==> src/hdl/assert_macros.svh <==
// Assertion macros shared by the byte buffer queue RTL.
// No dependencies; included by the modules that carry assertions.
`ifndef ASSERT_MACROS_SVH
`define ASSERT_MACROS_SVH

// The expression holds at every clock edge outside reset.
`define ASSERT_ALWAYS(label, clk, rst, expr, msg) \
   label: assert property (@(posedge clk) disable iff (rst) (expr)) else $error(msg);

// The consequent holds in the same cycle as the antecedent.
`define ASSERT_IMPLY(label, clk, rst, ante, cons, msg) \
   label: assert property (@(posedge clk) disable iff (rst) (ante) |-> (cons)) else $error(msg);

// The consequent holds in the cycle after the antecedent.
`define ASSERT_NEXT(label, clk, rst, ante, cons, msg) \
   label: assert property (@(posedge clk) disable iff (rst) (ante) |=> (cons)) else $error(msg);

`endif

==> src/hdl/lbbq_pkg.sv <==
// Package for the byte buffer queue: sizes, codes, payload and control structs.
// No dependencies; used by every module of the block except lbbq_ram.
package lbbq_pkg;

   // Storage and field sizes.
   localparam int DEPTH     = 1024;
   localparam int MAX_BURST = 64;
   localparam int ADDR_W    = $clog2(DEPTH);
   localparam int IDX_W     = $clog2(DEPTH + 1);
   localparam int CNT_W     = 11;
   localparam int BYTE_W    = 8;
   localparam int RUN_W     = (IDX_W > CNT_W) ? IDX_W : CNT_W;
   localparam int CMP_W     = RUN_W + 1;

   localparam logic [CNT_W-1:0] CAPACITY_RESET = CNT_W'(1024);

   // Request codes.
   typedef enum logic [2:0] {
      OP_PUSH   = 3'd0,
      OP_POP    = 3'd1,
      OP_BLOCK  = 3'd2,
      OP_FILL   = 3'd3,
      OP_REWIND = 3'd4,
      OP_REDACT = 3'd5,
      OP_FOLD   = 3'd6,
      OP_BAD    = 3'd7
   } lbbq_op_type;

   // Result status codes.
   typedef enum logic [1:0] {
      ST_OK    = 2'd0,
      ST_SIZE  = 2'd1,
      ST_SPACE = 2'd2,
      ST_RSVD  = 2'd3
   } lbbq_status_type;

   // Index update selects.
   typedef enum logic [1:0] {
      IDX_HOLD  = 2'd0,
      IDX_INC   = 2'd1,
      IDX_SUB   = 2'd2,
      IDX_CLEAR = 2'd3
   } lbbq_idx_op_type;

   // Amount field selects.
   typedef enum logic [1:0] {
      AMT_ZERO = 2'd0,
      AMT_ONE  = 2'd1,
      AMT_CNT  = 2'd2,
      AMT_REG  = 2'd3
   } lbbq_amt_type;

   // Run length load selects.
   typedef enum logic [1:0] {
      LD_ONE   = 2'd0,
      LD_CLAMP = 2'd1,
      LD_CNT   = 2'd2,
      LD_AVAIL = 2'd3
   } lbbq_ld_type;

   // Input item.
   typedef struct packed {
      logic [2:0]        req_type;
      logic [BYTE_W-1:0] data_byte;
      logic [CNT_W-1:0]  count;
   } lbbq_req_type;

   // Result item.
   typedef struct packed {
      logic [1:0]        status;
      logic [BYTE_W-1:0] byte_out;
      logic              byte_valid;
      logic              last;
      logic [CNT_W-1:0]  amount;
   } lbbq_rsp_type;

   // Controller to datapath commands.
   typedef struct packed {
      logic            ld_req;
      logic            load_rsp;
      lbbq_status_type rsp_status;
      lbbq_amt_type    rsp_amt;
      logic            rsp_byte;
      lbbq_idx_op_type ri_op;
      lbbq_idx_op_type wi_op;
      logic            wr_en;
      logic            wr_fold;
      logic            rd_en;
      logic            rd_next;
      logic            ld_run;
      lbbq_ld_type     ld_sel;
      logic            dec_run;
   } lbbq_cmd_type;

   // Datapath to controller status.
   typedef struct packed {
      lbbq_op_type op;
      logic        push_ok;
      logic        fill_ok;
      logic        cnt_zero;
      logic        size_bad;
      logic        avail_zero;
      logic        rewind_ok;
      logic        redact_ok;
      logic        fold_ok;
      logic        run_last;
      logic        slot_free;
   } lbbq_stat_type;

endpackage

==> src/hdl/lbbq_ctrl.sv <==
// Controller state machine of the byte buffer queue.
// Depends on lbbq_pkg and assert_macros.svh; drives the datapath commands.
`include "assert_macros.svh"

module lbbq_ctrl (
   input  logic                   clock,
   input  logic                   reset,
   input  logic                   req_valid,
   output logic                   req_ready,
   input  lbbq_pkg::lbbq_stat_type stat,
   output lbbq_pkg::lbbq_cmd_type  cmd
);

   typedef enum logic [5:0] {
      S_IDLE = 6'b000001,
      S_EXEC = 6'b000010,
      S_BOUT = 6'b000100,
      S_FILL = 6'b001000,
      S_FOLD = 6'b010000,
      S_DONE = 6'b100000
   } state_type;

   state_type state_ff;
   state_type state_in;

   assign req_ready = (state_ff == S_IDLE);

   // Next state and commands.
   always_comb begin
      state_in = state_ff;
      cmd      = '0;
      unique case (state_ff)
         S_IDLE: begin
            if (req_valid) begin
               cmd.ld_req = 1'b1;
               state_in   = S_EXEC;
            end
         end
         S_EXEC: begin
            unique case (stat.op)
               lbbq_pkg::OP_PUSH: begin
                  if (stat.slot_free) begin
                     cmd.load_rsp = 1'b1;
                     state_in     = S_IDLE;
                     if (stat.push_ok) begin
                        cmd.wr_en      = 1'b1;
                        cmd.wi_op      = lbbq_pkg::IDX_INC;
                        cmd.rsp_status = lbbq_pkg::ST_OK;
                        cmd.rsp_amt    = lbbq_pkg::AMT_ONE;
                     end else begin
                        cmd.rsp_status = lbbq_pkg::ST_SPACE;
                        cmd.rsp_amt    = lbbq_pkg::AMT_ZERO;
                     end
                  end
               end
               lbbq_pkg::OP_POP: begin
                  if (stat.avail_zero) begin
                     if (stat.slot_free) begin
                        cmd.load_rsp   = 1'b1;
                        cmd.rsp_status = lbbq_pkg::ST_SPACE;
                        cmd.rsp_amt    = lbbq_pkg::AMT_ZERO;
                        state_in       = S_IDLE;
                     end
                  end else begin
                     cmd.ld_run = 1'b1;
                     cmd.ld_sel = lbbq_pkg::LD_ONE;
                     cmd.rd_en  = 1'b1;
                     state_in   = S_BOUT;
                  end
               end
               lbbq_pkg::OP_BLOCK: begin
                  if (stat.size_bad || stat.avail_zero) begin
                     if (stat.slot_free) begin
                        cmd.load_rsp   = 1'b1;
                        cmd.rsp_status = stat.size_bad ? lbbq_pkg::ST_SIZE : lbbq_pkg::ST_OK;
                        cmd.rsp_amt    = lbbq_pkg::AMT_ZERO;
                        state_in       = S_IDLE;
                     end
                  end else begin
                     cmd.ld_run = 1'b1;
                     cmd.ld_sel = lbbq_pkg::LD_CLAMP;
                     cmd.rd_en  = 1'b1;
                     state_in   = S_BOUT;
                  end
               end
               lbbq_pkg::OP_FILL: begin
                  if (!stat.fill_ok || stat.cnt_zero) begin
                     if (stat.slot_free) begin
                        cmd.load_rsp   = 1'b1;
                        cmd.rsp_status = stat.fill_ok ? lbbq_pkg::ST_OK : lbbq_pkg::ST_SPACE;
                        cmd.rsp_amt    = lbbq_pkg::AMT_ZERO;
                        state_in       = S_IDLE;
                     end
                  end else begin
                     cmd.ld_run = 1'b1;
                     cmd.ld_sel = lbbq_pkg::LD_CNT;
                     state_in   = S_FILL;
                  end
               end
               lbbq_pkg::OP_REWIND: begin
                  if (stat.slot_free) begin
                     cmd.load_rsp = 1'b1;
                     state_in     = S_IDLE;
                     if (stat.rewind_ok) begin
                        cmd.ri_op      = lbbq_pkg::IDX_SUB;
                        cmd.rsp_status = lbbq_pkg::ST_OK;
                        cmd.rsp_amt    = lbbq_pkg::AMT_CNT;
                     end else begin
                        cmd.rsp_status = lbbq_pkg::ST_SIZE;
                        cmd.rsp_amt    = lbbq_pkg::AMT_ZERO;
                     end
                  end
               end
               lbbq_pkg::OP_REDACT: begin
                  if (stat.slot_free) begin
                     cmd.load_rsp = 1'b1;
                     state_in     = S_IDLE;
                     if (stat.redact_ok) begin
                        cmd.wi_op      = lbbq_pkg::IDX_SUB;
                        cmd.rsp_status = lbbq_pkg::ST_OK;
                        cmd.rsp_amt    = lbbq_pkg::AMT_CNT;
                     end else begin
                        cmd.rsp_status = lbbq_pkg::ST_SIZE;
                        cmd.rsp_amt    = lbbq_pkg::AMT_ZERO;
                     end
                  end
               end
               lbbq_pkg::OP_FOLD: begin
                  if (!stat.fold_ok || stat.avail_zero) begin
                     if (stat.slot_free) begin
                        cmd.load_rsp = 1'b1;
                        cmd.rsp_amt  = lbbq_pkg::AMT_ZERO;
                        state_in     = S_IDLE;
                        if (stat.fold_ok) begin
                           // Nothing unread: both indices return to zero.
                           cmd.ri_op      = lbbq_pkg::IDX_CLEAR;
                           cmd.wi_op      = lbbq_pkg::IDX_CLEAR;
                           cmd.rsp_status = lbbq_pkg::ST_OK;
                        end else begin
                           cmd.rsp_status = lbbq_pkg::ST_SPACE;
                        end
                     end
                  end else begin
                     // Fetch the first source byte; the write index becomes the destination.
                     cmd.ld_run = 1'b1;
                     cmd.ld_sel = lbbq_pkg::LD_AVAIL;
                     cmd.rd_en  = 1'b1;
                     cmd.ri_op  = lbbq_pkg::IDX_INC;
                     cmd.wi_op  = lbbq_pkg::IDX_CLEAR;
                     state_in   = S_FOLD;
                  end
               end
               default: begin
                  if (stat.slot_free) begin
                     cmd.load_rsp   = 1'b1;
                     cmd.rsp_status = lbbq_pkg::ST_SIZE;
                     cmd.rsp_amt    = lbbq_pkg::AMT_ZERO;
                     state_in       = S_IDLE;
                  end
               end
            endcase
         end
         S_BOUT: begin
            // One popped byte per transfer; prefetch the next one alongside.
            if (stat.slot_free) begin
               cmd.load_rsp   = 1'b1;
               cmd.rsp_byte   = 1'b1;
               cmd.rsp_status = lbbq_pkg::ST_OK;
               cmd.rsp_amt    = lbbq_pkg::AMT_REG;
               cmd.ri_op      = lbbq_pkg::IDX_INC;
               cmd.dec_run    = 1'b1;
               if (stat.run_last) begin
                  state_in = S_IDLE;
               end else begin
                  cmd.rd_en   = 1'b1;
                  cmd.rd_next = 1'b1;
               end
            end
         end
         S_FILL: begin
            cmd.wr_en   = 1'b1;
            cmd.wi_op   = lbbq_pkg::IDX_INC;
            cmd.dec_run = 1'b1;
            if (stat.run_last) begin
               state_in = S_DONE;
            end
         end
         S_FOLD: begin
            cmd.wr_en   = 1'b1;
            cmd.wr_fold = 1'b1;
            cmd.wi_op   = lbbq_pkg::IDX_INC;
            cmd.dec_run = 1'b1;
            if (stat.run_last) begin
               cmd.ri_op = lbbq_pkg::IDX_CLEAR;
               state_in  = S_DONE;
            end else begin
               cmd.rd_en = 1'b1;
               cmd.ri_op = lbbq_pkg::IDX_INC;
            end
         end
         S_DONE: begin
            if (stat.slot_free) begin
               cmd.load_rsp   = 1'b1;
               cmd.rsp_status = lbbq_pkg::ST_OK;
               cmd.rsp_amt    = lbbq_pkg::AMT_REG;
               state_in       = S_IDLE;
            end
         end
         default: begin
            state_in = S_IDLE;
         end
      endcase
   end

   // State register.
   always_ff @(posedge clock) begin
      if (reset) begin
         state_ff <= S_IDLE;
      end else begin
         state_ff <= state_in;
      end
   end

   // The last byte of a pop ends the request.
   `ASSERT_NEXT(a_last_byte_idle, clock, reset, cmd.load_rsp && cmd.rsp_byte && stat.run_last, state_ff == S_IDLE, "pop did not end after its last byte")
   // Store writes come only from push, fill or fold work.
   `ASSERT_IMPLY(a_write_states, clock, reset, cmd.wr_en, state_ff == S_EXEC || state_ff == S_FILL || state_ff == S_FOLD, "store write outside a writing state")

endmodule

==> config.mk <==
export PLATFORM = sky130hd
export DESIGN_NAME = lbbq_ctrl
export DESIGN_NICKNAME = d
export VERILOG_FILES = /design/src/hdl/lbbq_pkg.sv /design/src/hdl/lbbq_ctrl.sv
export VERILOG_INCLUDE_DIRS = /design/src /design/src/hdl
export SDC_FILE = /design/constraint.sdc
export NUM_CORES = 1
export LEC_CHECK = 0
export BUFFER_PORTS_ARGS = -buffer_cell sky130_fd_sc_hd__buf_2
export CORE_MARGIN = 8
export CORE_UTILIZATION = 46
export CTS_BUF_LIST = sky130_fd_sc_hd__clkbuf_4
export DETAILED_ROUTE_END_ITERATION = 8
export GPL_ROUTABILITY_DRIVEN = 0
export PLACE_DENSITY_LB_ADDON = 0.25
export REMOVE_ABC_BUFFERS = 1
export SKIP_CTS_REPAIR_TIMING = 1
export SYNTH_ARGS = -nofsm -noshare
export SYNTH_HDL_FRONTEND = slang
export SYNTH_SLANG_ARGS = --single-unit
==> constraint.sdc <==
create_clock -name clock -period 1.8 [get_ports clock]
set_clock_uncertainty 0.05 [all_clocks]
set_input_delay 0.36 -clock clock [delete_from_list [all_inputs] [get_ports clock]]
set_output_delay 0.36 -clock clock [all_outputs]
set_load 0.005 [all_outputs]
==> run_results.csv, run 1 <==
group,metric,value,unit
status,status,"complete, but fails checks",
status,violations,"setup timing",
sta,fin_crit_sh,1.23,
cells_and_area,largest_register_ffs,6,
clock_network,clockRootBuffer,"clkbuf_4",
cells_and_area,fin_area,1570,sq um
sta,postLayoutSetupSlackWorst,-0.410,ns
synthesis,synth_edf_count,0,
synthesis,ys_seq_area_frac,0.124,
cells_and_area,final_nets,221,
setup_path,critPathRequiredTime,1.39,ns
floorplanning,core,1980,sq um
place,place_area,1390,sq um
job,maxCapViolCount,0,
power,leakagePower,0.730,nW
sta,rsz0062_at_grt,"yes",
sta,slew_headroom,0.684,
cells_and_area,layout_common_cells,"buf_4, buf_2, nor2_1",
synthesis,synth_cell_types,53,
synthesis,ys_warn_count,0,
synthesis,synth_top_area_frac,0.124,
global_route,grt_max_degree,13,
global_route,gr-total-overflow,0,
sta,fmax,452,MHz
clock_network,htreeDepth,1,
drt,drt_iter0_drc,50,
synthesis,synth_area_leaders,"dfxtp_1, nor2_1, nor2b_1",
cells_and_area,mostFrequentLayoutCell,"buf_4",
global_route,grt_pass1_wl,5440,microns
drt,wirelength,3700,microns
sta,maxSlewViolCount,0,
sta,max_slew.worst_pin.slew,0.472,ns
sta,fin_crit,2.21,ns
floorplanning,start_util,0.489,
cells_and_area,top_register,"state_ff",
drt,ant_nets,0,
drt,dr_total_vias,1333,
synthesis,ys_ff_latch,6,
cells_and_area,n_antenna_cell,0,
setup_path,cp_max_fo,4,
drt,viasPerCell,5.80,
floorplanning,die_x,61.9,microns
setup_path,cp.arrival,1.80,ns
drt,routed.top_layer,"met4",
clock_network,cts_tree,"yes",
setup_path,end_kind,"output port",
synthesis,ys_async_sr_fraction,0,
clock_network,clock-sinks,6,
synthesis,syn_avg_cell_area,7.35,sq um
clock_network,clkLatencyLatePin,0.24,ns
drt,drc,0,
setup_path,cp-start-kind,"register",
worst_hold_path,worstHoldPathType,"in -> reg",
floorplanning,fp.dieH,61.9,microns
global_route,grt_pass1_vias,1234,
synthesis,synth_area,970,sq um
clock_network,cts.reportedPaths.clkPinSlew,0.05,ns
sta,setup_viol,21,
synthesis,synthFlopType,"dfxtp_1",
drt,drt_first_pass_iters,4,
sta,hold_viol_final,0,
synthesis,netlist_instances,132,
drt,wire_per_inst,16.1,microns
synthesis,yosysTopAreaCell,"dfxtp_1",
clock_network,clockBufferDepth,2,
floorplanning,io_pins,36,
floorplanning,rows,16,
cells_and_area,area_delta_synth_final,61.9,%
drt,wl_met3,279,microns
power,ir_drop,0.000991,V
global_route,antenna_found_initial,0,
power,p_per_area,605,nW/um^2
cells_and_area,reg_top3,"state_ff (6)",
place,dpl.hpwl,2680,microns
cells_and_area,layout-drive-gt1-share,0.537,
clock_network,cts_buffers,3,
cells_and_area,utilization,0.792,
place,portBuffers,35,
global_route,track_usage,0.182,
sta,fin_tns_setup,-4.42,ns
setup_path,critical_path_class,"reg -> out",
drt,wl_met1,1530,microns
drt,met2WireLength,1870,microns
floorplanning,die-area,3830,sq um
final cells by class:
cell class	instances	area, sq um
clock buffers	3	22.5
well taps	27	33.8
multi-input cells	108	838
inverters	7	26.3
fillers	124	412
flip-flops and latches	6	129
repair buffers	79	520
metrics by stage:
stage	hold WS [ns]	setup slack (ns)	power, mW	std cells
final	0.325	-0.410	0.950	230
after global routing	0.330	-0.446	1.02	230
after CTS	0.306	-0.398	0.828	224
after detailed placement	0.486	-0.126	0.700	221
after global placement	0.474	-0.0966	0.692	221
after floorplan	0.379	-0.0802	0.455	121
per-layer routing:
layer / global-route usage / vias up
met2: 0.310 / 53
met1: 0.229 / 647
met5: 0 / -
met4: 0.0260 / 0
met3: 0.0453 / 4
li1: - / 629
final timing paths:
| check | start | to | slack (ns) | depth (start not counted) |
|---|---|---|---|---|
| hold reg to reg | state_ff[3] | state_ff[3] | 0.48 | 2 |
| hold / removal | reset | state_ff[3] | 0.33 | 2 |
| setup reg to reg | state_ff[4] | state_ff[2] | -0.20 | 6 |
| setup / recovery | state_ff[4] | cmd[8] | -0.41 | 6 |
cell families after synthesis:
| logic type | Yosys count | synth area share |
|---|---|---|
| AO/OA/AOI/OAI | 39 | 0.305 |
| flip-flops | 6 | 0.124 |
| XOR/XNOR | 3 | 0.0271 |
| buffers and inverters | 18 | 0.106 |
| multiplexers | 2 | 0.0206 |
| AND/OR/NAND/NOR | 64 | 0.418 |
cells in the mapped netlist (2+ instances only):
cell,count
o21ai_0,7
o21a_1,2
mux2i_1,2
dfxtp_1,6
xor2_1,2
and2_1,3
nand2b_1,4
o211ai_1,3
and3_1,2
o32ai_1,3
buf_2,5
nand2_1,6
nor2_1,16
clkbuf_1,2
or3_1,2
a21oi_1,5
nor3_1,3
nand3_1,7
o31ai_1,2
a22oi_1,2
nor2b_1,7
nor3b_1,3
buf_6,2
inv_1,7
critical path, stage by stage (launching register included):
cell and delay (ns):
dfxtp_4 0.36, nor4_4 0.30, and3b_2 0.29, buf_6 0.12
nand4_1 0.17, o211ai_1 0.17, buf_2 0.15
power by group:
part	total [mW]	leakage, nW	internal, mW	switching [mW]
clock	0.124	0.0138	0.0754	0.0486
combinational	0.634	0.665	0.333	0.301
sequential	0.191	0.0515	0.156	0.0352
total	0.950	0.730	0.565	0.385
Note: power is estimated with default switching activity, not from simulation.
==> run 2: changes to the inputs <==
- CORE_UTILIZATION: 46 -> 55
- CTS_BUF_LIST: sky130_fd_sc_hd__clkbuf_4 -> sky130_fd_sc_hd__clkbuf_2
- clock period: 1.8 -> 2.8 ns (I/O delays scaled with it)
==> run_results.csv, run 2 (synthesis results as in run 1) <==
group,metric,value,unit
worst_hold_path,worstHoldStart,"state_ff[3]",
setup_path,rr_worst_depth,5,
clock_network,cts_buffers,3,
floorplanning,core,1690,sq um
sta,max_slew.worst_pin.slew,0.474,ns
setup_path,critPathRequiredTime,2.19,ns
place,dpl.hpwl,2240,microns
drt,wirelength,2810,microns
cells_and_area,layout_common_cells,"buf_2, nor2_1, inv_1, nand3_1, nor2b_1",
place,place_area,1100,sq um
floorplanning,die-area,3360,sq um
sta,fmax,374,MHz
drt,wl_met3,160,microns
cells_and_area,fin_area,1110,sq um
setup_path,critical_path_class,"reg -> out",
place,dp_slack,0.311,ns
drt,wire_per_inst,15.9,microns
clock_network,clkLatencyLatePin,0.22,ns
sta,rsz0062_at_grt,"no",
worst_hold_path,min_path_cells,2,
drt,ant_nets,0,
worst_hold_path,worstHoldPathType,"reg -> reg",
setup_path,cp.arrival,2.07,ns
drt,viasPerCell,6.34,
floorplanning,start_util,0.574,
global_route,gr-total-overflow,0,
global_route,antenna_found_initial,0,
worst_hold_path,min_to,"state_ff[3]",
floorplanning,io_pins,36,
global_route,track_usage,0.175,
drt,drc,0,
power,leakagePower,0.499,nW
cells_and_area,mostFrequentLayoutCell,"buf_2",
power,ir_drop,0.000503,V
sta,setup_viol,0,
drt,met2WireLength,1370,microns
cells_and_area,final_nets,178,
sta,postLayoutSetupSlackWorst,0.124,ns
power,total_power,0.432,mW
setup_path,cp_max_fo,7,
floorplanning,die_x,58.0,microns
cells_and_area,n_fill_cell,151,
setup_path,r2r_end,"state_ff[0]",
clock_network,htreeDepth,1,
drt,wl_met1,1270,microns
sta,slew_headroom,0.683,
setup_path,crit_path_top_delay_cell,"dfxtp_1",
cells_and_area,layout-drive-gt1-share,0.319,
power,p_per_area,389,nW/um^2
floorplanning,rows,15,
setup_path,end_kind,"output port",
clock_network,clockRootBuffer,"clkbuf_2",
setup_path,r2r-start,"state_ff[4]",
sta,hold_viol_final,0,
drt,drt_first_pass_iters,4,
clock_network,cts_tree,"yes",
setup_path,crit_path_max_incr_delay,0.40,ns
drt,dr_total_vias,1123,
place,portBuffers,35,
clock_network,clock-sinks,6,
drt,routed.top_layer,"met4",
setup_path,cp-start-kind,"register",
cells_and_area,n_antenna_cell,0,
cells_and_area,largest_register_ffs,6,
drt,drt_iter0_drc,41,
job,maxCapViolCount,0,
cells_and_area,reg_top3,"state_ff (6)",
clock_network,cts.reportedPaths.clkPinSlew,0.06,ns
cells_and_area,top_register,"state_ff",
global_route,grt_pass1_vias,1076,
clock_network,clockBufferDepth,2,
cells_and_area,seq_area,120,sq um
global_route,grt_pass1_wl,4940,microns
setup_path,rrSetupSlack,0.85,ns
cells_and_area,utilization,0.659,
floorplanning,fp.dieH,58.0,microns
sta,maxSlewViolCount,0,
sta,fin_crit_sh,0.956,
cells_and_area,area_delta_synth_final,14.7,%
cells_and_area,multiInputGateArea,747,sq um
status,status,"complete, no violations",
sta,fin_tns_setup,0,ns
setup_path,path_cells,"nor4_4 -> and3b_1 -> o21ai_0 -> o32ai_1 -> buf_2",
sta,fin_crit,2.68,ns
global_route,grt_max_degree,15,
-- run 2: changes by cell type in the layout (fill, tap and decap cells not counted), sizes merged --
cell | previous run | this run
buf | 79 | 36
-- run 2: worst max path at each step --
stage	startpoint	to	slack, ns	cells after the start
detailed placement	stat[11]	cmd[17]	0.31	6
global placement	stat[11]	cmd[3]	0.37	6
global route	state_ff[2]	cmd[5]	0.01	5
CTS	state_ff[2]	cmd[5]	0.15	5
floorplan	state_ff[3]	cmd[14]	0.72	4
finish	state_ff[2]	cmd[5]	0.12	5
-- run 2: power breakdown --
part           internal (mW)  switching (mW)
registers             0.0991          0.0385
logic                  0.112           0.124
clock network         0.0290          0.0304
-- run 2: layout make-up --
| cell class | instances | area share |
|---|---|---|
| sequential | 6 | 0.108 |
| inverter | 7 | 0.0236 |
| tap | 17 | 0.0191 |
| timing repair buffer | 36 | 0.164 |
| clock buffer | 3 | 0.0135 |
| multi-input combinational | 108 | 0.672 |
-- run 2: worst max-delay path: cells and delay by family (launching register included) --
kind | cells | cell delay (ns)
AOI/OAI and AO/OA | 2 | 0.56
and+or+nand+nor | 2 | 0.71
buffers and inverters | 1 | 0.17
DFF | 1 | 0.40
-- run 2: per-layer routing --
| layer | up-vias | global-route usage |
|---|---|---|
| met2 | 51 | 0.291 |
| met3 | 2 | 0.0287 |
| met1 | 528 | 0.225 |
| met4 | 0 | 0.0455 |
| met5 | - | 0 |
| li1 | 542 | - |
-- run 2: through the flow --
stage	instances	hold WS, ns
5_1_grt	177	0.521
6_report	177	0.496
2_1_floorplan	121	0.534
3_3_place_gp	174	0.475
3_5_place_dp	174	0.485
4_1_cts	177	0.496
==> run 3: changes to the inputs <==
- CORE_UTILIZATION: 55 -> 46
- clock period: 2.8 -> 2.4 ns (I/O delays scaled with it)
==> run_results.csv, run 3 (synthesis results as in run 1) <==
group,metric,value,unit
floorplanning,die_x,61.9,microns
setup_path,critical_path_class,"reg -> out",
place,dpl.hpwl,2290,microns
sta,maxSlewViolCount,0,
global_route,grt_pass1_vias,1072,
floorplanning,die-area,3830,sq um
floorplanning,core,1980,sq um
power,p_sw,0.230,mW
clock_network,cts.reportedPaths.clkPinSlew,0.06,ns
sta,setup_viol,0,
drt,ant_nets,0,
setup_path,cp_max_fo,9,
power,internal_power,0.298,mW
clock_network,clockRootBuffer,"clkbuf_2",
cells_and_area,layout.cells.non_filler,194,
cells_and_area,reg_top3,"state_ff (6)",
clock_network,htreeDepth,1,
sta,hold_viol_final,0,
drt,viasPerCell,5.87,
place,place_area,1130,sq um
drt,dr_total_vias,1138,
drt,drc,0,
power,pwr-share-seq,0.307,
drt,drt_iter0_drc,55,
place,dp.cells,187,
global_route,grt_pass1_wl,4630,microns
cells_and_area,n_antenna_cell,0,
sta,slew_headroom,0.708,
cells_and_area,layout-drive-gt1-share,0.389,
power,ir_drop,0.000521,V
status,status,"complete, no violations",
setup_path,path_cells,"buf_4 -> nand2b_2 -> nor4b_4 -> and2_1 -> nor2_1 -> o32ai_1 -> buf_2",
drt,drt_first_pass_iters,4,
global_route,gr-total-overflow,0,
clock_network,clockBufferDepth,2,
cells_and_area,mostFrequentLayoutCell,"buf_2",
sta,fin_tns_setup,0,ns
setup_path,critPathRequiredTime,1.87,ns
global_route,antenna_found_initial,0,
clock_network,clkLatencyLatePin,0.21,ns
cells_and_area,top_register,"state_ff",
sta,fin_crit,2.37,ns
floorplanning,fp.dieH,61.9,microns
clock_network,cts_tree,"yes",
cells_and_area,largest_register_ffs,6,
sta,fmax,422,MHz
global_route,grt_max_degree,14,
sta,max_slew.worst_pin.slew,0.437,ns
sta,fin_crit_sh,0.987,
cells_and_area,layout_common_cells,"buf_2, nor2_1, buf_4",
cells_and_area,area_delta_synth_final,23.6,%
setup_path,end_kind,"output port",
power,sw_frac_of_total,0.436,
job,maxCapViolCount,0,
floorplanning,rows,16,
floorplanning,io_pins,36,
cells_and_area,fin_area,1200,sq um
floorplanning,start_util,0.489,
place,portBuffers,35,
power,total_power,0.529,mW
drt,wire_per_inst,15.4,microns
global_route,track_usage,0.153,
drt,wirelength,3000,microns
cells_and_area,final_nets,185,
setup_path,cp.arrival,1.84,ns
power,p_per_area,441,nW/um^2
clock_network,clock-sinks,6,
power,comb_power_share,0.568,
setup_path,cp-start-kind,"register",
setup_path,crit_path_max_incr_delay,0.35,ns
setup_path,crit_path_top_delay_cell,"dfxtp_1",
sta,rsz0062_at_grt,"yes",
power,leakagePower,0.543,nW
worst_hold_path,worstHoldPathType,"in -> reg",
cells_and_area,utilization,0.605,
clock_network,cts_buffers,3,
power,clockPowerShare,0.125,
run 3: power by group through the flow:
| stage | registers, mW | clock network (mW) | logic [mW] |
|---|---|---|---|
| final | 0.163 | 0.0661 | 0.300 |
| after global routing | 0.167 | 0.0739 | 0.332 |
| after CTS | 0.159 | 0.0711 | 0.284 |
| after detailed placement | 0.162 | 0 | 0.281 |
| after global placement | 0.161 | 0 | 0.283 |
| after floorplan | 0.150 | 0 | 0.192 |
run 3: path summary, 6_finish.rpt:
path	start	endpoint	slack, ns	cells after the start
worst max-delay path	state_ff[3]	cmd[5]	0.03	7
worst min-delay path	reset	state_ff[3]	0.44	2
worst max register to register	state_ff[1]	state_ff[0]	0.48	6
worst min register to register	state_ff[3]	state_ff[3]	0.50	2
run 3: cell type report:
| class | count | area [sq um] |
|---|---|---|
| Fill cell | 183 | 783 |
| Timing Repair Buffer | 43 | 235 |
| Inverter | 7 | 26.3 |
| Tap cell | 27 | 33.8 |
| Clock buffer | 3 | 15.0 |
| Sequential cell | 6 | 123 |
| Multi-Input combinational cell | 108 | 766 |
run 3: per-stage QoR:
step / hold WS, ns / worst slack, ns
after floorplan: 0.499 / 0.400
after global placement: 0.470 / 0.205
after detailed placement: 0.491 / 0.170
after CTS: 0.428 / -0.0855
after global routing: 0.444 / -0.0681
final: 0.442 / 0.0303
run 3: layer usage:
| layer | part of all wire | track usage |
|---|---|---|
| met2 | 0.48 | 0.266 |
| met4 | 0.0047 | 0.0292 |
| met3 | 0.077 | 0.0288 |
| met5 | 0 | 0 |
| met1 | 0.44 | 0.192 |
run 3: worst max-delay path: cells and delay by family, from the launching register on:
| kind | cells | cell delay (ns) |
|---|---|---|
| AO/OA/AOI/OAI | 1 | 0.14 |
| buffers and inverters | 2 | 0.34 |
| flip-flops | 1 | 0.35 |
| AND/OR/NAND/NOR | 4 | 0.79 |
